$ cat src/hw/rtl/npcm_pkg.sv
// Shared constants and types for the nearest palette color mapper.
// No dependencies; imported by the top level, the minimum tree and the checker.
package npcm_pkg;

    // Palette geometry
    localparam int PALETTE_DEPTH = 16;
    localparam int IDX_W         = (PALETTE_DEPTH > 1) ? $clog2(PALETTE_DEPTH) : 1;
    localparam int LEVELS        = (PALETTE_DEPTH > 1) ? $clog2(PALETTE_DEPTH) : 0;
    localparam int LEAVES        = 1 << LEVELS;

    // Field widths
    localparam int COMP_W  = 8;
    localparam int COLOR_W = 3 * COMP_W;
    localparam int SQ_W    = 2 * COMP_W;
    localparam int DIST_W  = 18;
    localparam int CNT_W   = 5;
    localparam int SLOT_W  = 4;

    // Largest possible squared distance: three components at full swing
    localparam int COMPONENT_MAX = 255;
    localparam int DIST_MAX      = 3 * COMPONENT_MAX * COMPONENT_MAX;

    // Pipeline stages: squares, sums, then one per tree level
    localparam int NSTG = LEVELS + 2;

    // Request opcodes
    localparam logic OP_LOAD  = 1'b0;
    localparam logic OP_PIXEL = 1'b1;

    // One candidate in the minimum search
    typedef struct packed {
        logic               en;
        logic [DIST_W-1:0]  sq_sum;
        logic [IDX_W-1:0]   idx;
        logic [COLOR_W-1:0] color;
    } t_node;

endpackage

$ cat src/hw/rtl/npcm_min_tree.sv
// Registered pairwise minimum tree over the palette lanes, one level per stage.
// Depends on npcm_pkg for t_node and the tree geometry.
module npcm_min_tree (
    input  logic            i_clk,
    input  logic            i_en,
    input  npcm_pkg::t_node i_leaf [npcm_pkg::LEAVES],
    output npcm_pkg::t_node o_root
);
    import npcm_pkg::*;

    // Keep the left (lower index) candidate unless the right one is strictly closer
    function automatic t_node pick(input t_node l, input t_node r);
        t_node res;
        res = l;
        if (r.en && (!l.en || (r.sq_sum < l.sq_sum))) begin
            res = r;
        end
        res.en = l.en | r.en;
        return res;
    endfunction

    generate
        if (LEVELS == 0) begin : g_single
            // Single entry: nothing to compare
            assign o_root = i_leaf[0];
        end else begin : g_tree
            t_node w_kid [2*LEAVES-1];
            t_node r_int [LEAVES-1];

            // Heap layout: internal nodes first, leaves after them
            for (genvar n = 0; n < LEAVES - 1; n++) begin : g_int_map
                assign w_kid[n] = r_int[n];
            end
            for (genvar j = 0; j < LEAVES; j++) begin : g_leaf_map
                assign w_kid[LEAVES-1+j] = i_leaf[j];
            end

            // Advance every level together; hold on stall
            for (genvar n = 0; n < LEAVES - 1; n++) begin : g_node
                always_ff @(posedge i_clk) begin
                    if (i_en) begin
                        r_int[n] <= pick(w_kid[2*n+1], w_kid[2*n+2]);
                    end
                end
            end

            assign o_root = r_int[0];
        end
    endgenerate

endmodule

$ cat config.mk
export PLATFORM = sky130hd
export DESIGN_NAME = npcm_min_tree
export DESIGN_NICKNAME = d
export VERILOG_FILES = /design/src/hw/rtl/npcm_pkg.sv /design/src/hw/rtl/npcm_min_tree.sv
export SDC_FILE = /design/constraint.sdc
export NUM_CORES = 1
export LEC_CHECK = 0
export ABC_AREA = 1
export BUFFER_PORTS_ARGS = -buffer_cell sky130_fd_sc_hd__buf_2
export CORE_MARGIN = 5
export CORE_UTILIZATION = 36
export CTS_BUF_LIST = sky130_fd_sc_hd__clkbuf_8
export CTS_CLUSTER_DIAMETER = 200
export DETAILED_ROUTE_END_ITERATION = 7
export GPL_ROUTABILITY_DRIVEN = 0
export HOLD_SLACK_MARGIN = 0.05
export PLACE_DENSITY = 0.53
export SLEW_MARGIN = 5
export SYNTH_ARGS = -nofsm -noshare
export SYNTH_HDL_FRONTEND = slang
export SYNTH_SLANG_ARGS = --single-unit
export TNS_END_PERCENT = 50
$ cat constraint.sdc
create_clock -name i_clk -period 4.2 [get_ports i_clk]
set_input_delay 0.42 -clock i_clk [delete_from_list [all_inputs] [get_ports i_clk]]
set_output_delay 0.42 -clock i_clk [all_outputs]
set_load 0.03 [all_outputs]
# Yosys cells after proc, flatten, opt, wreduce, memory -nomap -nowiden
# Memories as Yosys holds them, arrays and structs flattened.
# Cells that the tools add are included.
[classes]
magnitude_cmp = 15
mux = 32
bitwise = 15
reduce_logical = 45
[op_table]
columns = ["cell", "n"]
rows = [
  ["$mux W46", 30],
  ["$lt A18 B18 Y1", 15],
  ["$logic_and A1 B1 Y1", 15],
  ["$logic_not A1 Y1", 15],
  ["$logic_or A1 B1 Y1", 15],
  ["$or A1 B1 Y1", 15],
  ["$mux W1", 2],
]
[word_totals]
ff_bits = 0
ramBits = 705
in_bits = 754
output_inout_bits = 47
elab_cells = 108
memories = 1
[memory_table]
columns = ["memory", "words", "width", "rd", "rd_ports_with_merged_regs", "wr", "line_no", "rtl"]
rows = [
  ["g_tree.r_int", 15, 47, 15, 0, 15, "npcm_min_tree.sv:28", "t_node r_int [LEAVES-1];"],
]

# Depth between registers and ports, before layout
# Gate-level depths: netlist of run 1.
# An unclocked memory read counts as a cell.
[depth]
ltp_word = 6
depth_mapped = 15
ltp_nobuf = 14

# Least setup slack after synthesis of run 1
# Ideal clock, no wire load.
[synth_timing]
path_kind = "input to register"
startpoint = "in i_leaf[186] (netlist name)"
endpoint = "mem g_tree.r_int[1][263] (netlist name), data pin"
setup_ps = 252
arrival_time_ps = 1655
t_required_ps = 3948
path_slack_ps = 2293
stages = 13
n_path_buf = 2
path_cell_list = "inv_1 ha_1 nand2_1 nor2_2 nand2_2 nor2_4 nand3_2 nand3_2 nand2_4 buf_12 buf_12 nand3_2 nand2_1"
[synth_rtl]
columns = ["element", "line_no", "rtl"]
rows = [
  ["start, declared", "npcm_min_tree.sv:6", "input npcm_pkg::t_node i_leaf [npcm_pkg::LEAVES],"],
  ["end, declared", "npcm_min_tree.sv:28", ""],
]

==> impl_metrics.csv, run 1 <==
group,metric,value,unit
outcome,status,"finished clean",
setup_path,reg2reg_depth,14,
sta,fin_tns_setup,0,ps
die,die_w,343,um
clocking,htree_levels,4,
die,die_height,343,um
sta,rsz0062_at_grt,"no",
pwr,leakage,26.4,nW
global_route,grt_pass1_vias,35343,
synth,synthCells,4337,
drt,routed_wl,142,mm
global_route,overflow,0,
finish,drive_above_1_share,19.4,%
drt,top_layer,"met5",
setup_path,crit_arrival,3680,ps
placement,place_area,44100,um^2
drt,drtIter0Drc,2438,
run,drv_cap,0,
hold_path,whs_path_depth,3,
global_route,grt_first_pass_wirelength,209,mm
drt,drt-met1-wl,61.2,mm
finish,reg_top3,"g_tree.r_int: 705 flops",
placement,io_buffers,800,
setup_path,critPathKind,"in2reg",
setup_path,r2r_end,"g_tree.r_int[0][25]",
hold_path,min_to,"g_tree.r_int[1][113]",
clocking,path_clk_slew,60,ps
finish,final_util,48.7,%
drt,antenna_left,0,
synth,syn_avg_cell_area,9.22,um^2
clocking,cts_tree,"built",
drt,wire_per_inst,19.3,um
finish,top_register,"g_tree.r_int",
synth,synth-seq-cells,705,
finish,fillers,10521,
global_route,grt_max_degree,88,
sta,final_max_slew_viol_count,0,
drt,viasPerCell,4.79,
hold_path,holdCritPathClass,"in2reg",
drt,dr_wl_met3,9.28,mm
sta,final-setup-viol-count,0,
synth,synth-seq-area-share,52.9,%
pwr,power_density,375,nW/um^2
drt,vias,35405,
setup_path,rr_startpoint,"g_tree.r_int[0][80]",
drt,first_pass_iters,5,
finish,fin_area,53800,um^2
setup_path,end_kind,"flop",
clocking,insertion_delay,800,ps
setup_path,required,4750,ps
synth,synth_cell_types,24,
global_route,antenna_found_initial,12,
sta,min_period,3130,ps
die,die_area,118000,um^2
die,fp-row-count,122,
global_route,grtUsageTotal,23.3,%
finish,area_growth_syn_to_layout,34.6,%
die,ios,801,
sta,clock_skew,31.5,ps
sta,period_share,74.5,%
sta,slew_headroom,31.8,%
finish,fin_nets,6803,
pwr,ir_worst_vdd,265,uV
sta,hold_viol,0,
drt,wl_met2,67.5,mm
clocking,cts-root-buf,"clkbuf_8",
clocking,clock_sinks,705,
setup_path,cp-start-kind,"primary input",
hold_path,hold_start,"i_leaf[395]",
setup_path,r2r_slack,1460,ps
die,start_util,36.2,%
setup_path,crit_path_max_fanout,46,
sta,worst_pin_slew,1020,ps
sta,clock.fmax,319,MHz
finish,largest_register_ffs,705,
synth,yosys_warnings,0,
synth,syn_area,40000,um^2
synth,syn_nets,5346,
drt,drc,0,
clocking,cts_made_buffers,132,
placement,dp_hpwl,101,mm
clocking,cts_buffer_depth,3,
die,core-area,111000,um^2
## per-stage QoR
step / cells / total power [mW] / setup slack, ps / hold WS (ps)
floorplan: 4337 / 12.0 / 2290 / 487
global placement: 6413 / 13.5 / 1350 / 496
detailed placement: 6413 / 13.5 / 1350 / 494
CTS: 7377 / 20.4 / 1130 / 54.7
global route: 7383 / 21.3 / 908 / 46.0
finish: 7388 / 20.2 / 1070 / 124
## worst max path at each step
stage	startpoint	to	slack [ps]	cells after the start
after floorplan	i_leaf[186]	g_tree.r_int[1][263]	2290	13
after global placement	i_leaf[652]	g_tree.r_int[1][44]	1350	11
after detailed placement	i_leaf[652]	g_tree.r_int[1][0]	1350	11
after CTS	i_leaf[652]	g_tree.r_int[1][0]	1130	13
after global routing	i_leaf[652]	g_tree.r_int[1][26]	910	13
final	i_leaf[652]	g_tree.r_int[1][2]	1070	13
## layer usage
layer / track usage [%] / up-vias
met5: 0 / -
met4: 7.51 / 10
met3: 4.21 / 249
met2: 39.0 / 1288
met1: 30.6 / 16620
li1: - / 17238
## power breakdown
group	internal [mW]	leakage, nW	switching, mW	total [mW]
registers	8.87	6.93	0.464	9.33
clock network	3.04	1.35	2.96	6.00
logic	1.96	18.1	2.87	4.83
total	13.9	26.4	6.29	20.2
## repair_timing
action	in CTS	in global routing
hold buffers	735	0
endpoints found under the hold margin	374	0
gates resized for setup	0	0
setup buffers	0	0
## worst max-delay path: stages
cell,delay (ps)
dlygate4sd3_1,520
buf_2,110
inv_1,40
ha_1,280
a21oi_1,190
nand2_1,100
a21oi_1,180
nand3_1,170
nand2_2,390
nand2_4,440
nand2_1,160
nand2_1,80
dlygate4sd3_1,570
## cell type report
cell class              instances  area (um^2)  share of cell area (%)
well taps                    1488         1860                    3.46
inverters                     390         1460                    2.72
clock inverters                94          442                   0.821
multi-input cells            2985        15200                    28.2
clock buffers                 135         1860                    3.45
flip-flops and latches        705        21200                    39.3
repair buffers               1580        11800                    21.9
diodes                         11         27.5                  0.0511
## kinds of logic after synthesis
family                   synth area share [%]
AND/OR/NAND/NOR                          28.6
flip-flops                               52.9
buffers and inverters                    9.06
adder cells (fa/ha/maj)                  7.98
AO/OA/AOI/OAI                            1.40
## cell usage after synthesis, drive strengths merged
master | number | area [um^2]
ha | 255 | 3190
buf | 241 | 2100
edfxtp | 705 | 21200
nand3b | 14 | 105
clkbuf | 16 | 60.1
inv | 390 | 1460
or2 | 15 | 93.8
nor2 | 77 | 299
nand3 | 735 | 4080
a21o | 15 | 113
nand2 | 1784 | 6850
o21ai | 15 | 75.1
and2 | 1 | 6.26
a21oi | 74 | 370
## layout by cell type, fill, tap and decap left out, types with 4 or more instances in the layout
master,instances
dlygate4sd3_1,735
buf_2,799
inv_1,423
clkinv_1,25
edfxtp_1,705
or2_2,15
diode_2,11
nand2_2,15
nor2_1,75
inv_6,6
buf_12,8
nand2_4,16
nand3_2,81
a21oi_1,74
ha_1,255
buf_4,37
inv_2,14
nand2_1,1753
nand3b_1,14
nand3_1,654
clkbuf_8,135
clkinv_2,10
a21o_1,15
o21ai_0,15
clkinvlp_4,4
(Power assumes the default switching activity.)
==> run 2: changes to the inputs <==
==> constraint.sdc (replaced) <==
create_clock -name i_clk -period 2.9 [get_ports i_clk]
set_input_delay 0.29 -clock i_clk [delete_from_list [all_inputs] [get_ports i_clk]]
set_output_delay 0.29 -clock i_clk [all_outputs]
set_load 0.03 [all_outputs]
==> run 2 against run 1 <==
  * Sequential power rose by 45%
  * Highest routed layer unchanged
  * Final cell count rose by 0.46%
  * Combinational power rose by 49%
  * Total power rose by 48%
  * Critical path type unchanged
  * Critical endpoint is now g_tree.r_int[1][303]
  * Register-to-register slack got worse by 1100 ps
  * Flip-flop and latch count did not move
==> impl_metrics.csv, run 2 (synthesized netlist as in run 1, its figures left out) <==
group,metric,value,unit
outcome,status,"finished clean",
sta,hold_viol,0,
sta,whs,335,ps
clocking,path_clk_slew,60,ps
die,fp-row-count,122,
drt,viasPerCell,4.78,
setup_path,crit_path_max_fanout,34,
sta,clock_skew,39.0,ps
finish,fin_nets,6842,
clocking,htree_levels,4,
sta,fin_tns_setup,0,ps
finish,area_growth_syn_to_layout,36.2,%
setup_path,crit_arrival,3340,ps
global_route,grt_first_pass_wirelength,211,mm
setup_path,required,3410,ps
sta,period_share,97.6,%
finish,fin_area,54500,um^2
global_route,grt_max_degree,71,
drt,vias,35499,
sta,slew_headroom,28.3,%
die,die_area,118000,um^2
clocking,cts_made_buffers,132,
drt,routed_wl,144,mm
sta,min_period,2830,ps
finish,layout_commonest_cell,"nand2_1",
hold_path,holdCritPathClass,"in2reg",
clocking,insertion_delay,790,ps
placement,io_buffers,800,
finish,largest_register_ffs,705,
setup_path,rr_startpoint,"g_tree.r_int[1][135]",
finish,layout_common_cells,"nand2_1, buf_2, dlygate4sd3_1",
die,die_height,343,um
placement,dpl.cell_count,6437,
global_route,antenna_found_initial,12,
clocking,post-cts-setup-buffers,0,
sta,final_max_slew_viol_count,0,
setup_path,r2r_slack,360,ps
setup_path,critPathKind,"in2reg",
pwr,leakage,26.7,nW
setup_path,end_kind,"flop",
sta,final-setup-viol-count,0,
die,start_util,36.2,%
finish,reg_top3,"g_tree.r_int: 705 flops",
drt,antenna_left,0,
die,ios,801,
setup_path,critPathLaunch,"i_leaf[92]",
sta,clock.fmax,353,MHz
pwr,ir_worst_vdd,256,uV
die,core-area,111000,um^2
placement,dp_hpwl,104,mm
setup_path,cp-start-kind,"primary input",
placement,place_area,44400,um^2
finish,instances_no_fill,7422,
drt,first_pass_iters,6,
clocking,clock_sinks,705,
pwr,finalPower,29.8,mW
clocking,cts-root-buf,"clkbuf_8",
run,drv_cap,0,
global_route,grt_pass1_vias,35766,
drt,drtIter0Drc,2551,
finish,drive_above_1_share,19.9,%
pwr,power_density,548,nW/um^2
sta,worst_pin_slew,1080,ps
finish,top_register,"g_tree.r_int",
drt,wire_per_inst,19.4,um
clocking,cts_tree,"built",
hold_path,hold_start,"i_leaf[668]",
global_route,grtUsageTotal,23.5,%
clocking,cts_buffer_depth,3,
global_route,overflow,0,
sta,rsz0062_at_grt,"no",
die,die_w,343,um
drt,drc,0,
## run 2: power breakdown
part           internal [mW]  switching [mW]
clock                   4.86            4.33
combinational           2.93            4.27
sequential              12.8           0.616
total                   20.6            9.22
## run 2: routing by layer
layer	up-vias	track usage, %	routed length, um
li1	17307	-	-
met1	16679	30.7	61900
met2	1285	39.9	68600
met3	224	4.16	9230
met4	4	7.54	4090
met5	-	0	31
## run 2: final timing paths
kind	cells past startpoint	endpoint
min reg2reg	2	g_tree.r_int[0][248]
max reg2reg	11	g_tree.r_int[0][206]
min	4	g_tree.r_int[0][339]
max	15	g_tree.r_int[1][303]
## run 2: critical path, cell delays in order
cell	delay, ps
dlygate4sd3_1	520
buf_2	110
inv_1	40
ha_1	280
nand2_1	90
inv_2	60
nand3_1	60
nor2_1	240
nand3b_1	120
nand3_1	110
nand2_2	230
buf_4	350
nand3_1	150
nand2_1	90
dlygate4sd3_1	580
## run 2: area by class of cell
type                       count  area, um^2
fill                       10437       56100
antenna                        8        20.0
clock inverter                92         574
tap                         1488        1860
timing repair buffer        1619       12300
sequential                   705       21200
clock buffer                 135        1860
inverter                     390        1460
multi-input combinational   2985       15300
## run 2: what timing repair did
item / in CTS / in global routing
endpoints found under the hold margin: 403 / 0
resized for setup: 0 / 13
hold buffers: 750 / 0
setup endpoints to repair: 0 / 11
## run 2: stage by stage
step / setup WS, ps / util (%)
floorplan: 1070 / -
global placement: 340 / 40.2
detailed placement: 347 / 40.2
CTS: 31.7 / 49.2
global route: 9.42 / 49.3
finish: 69.4 / 49.3
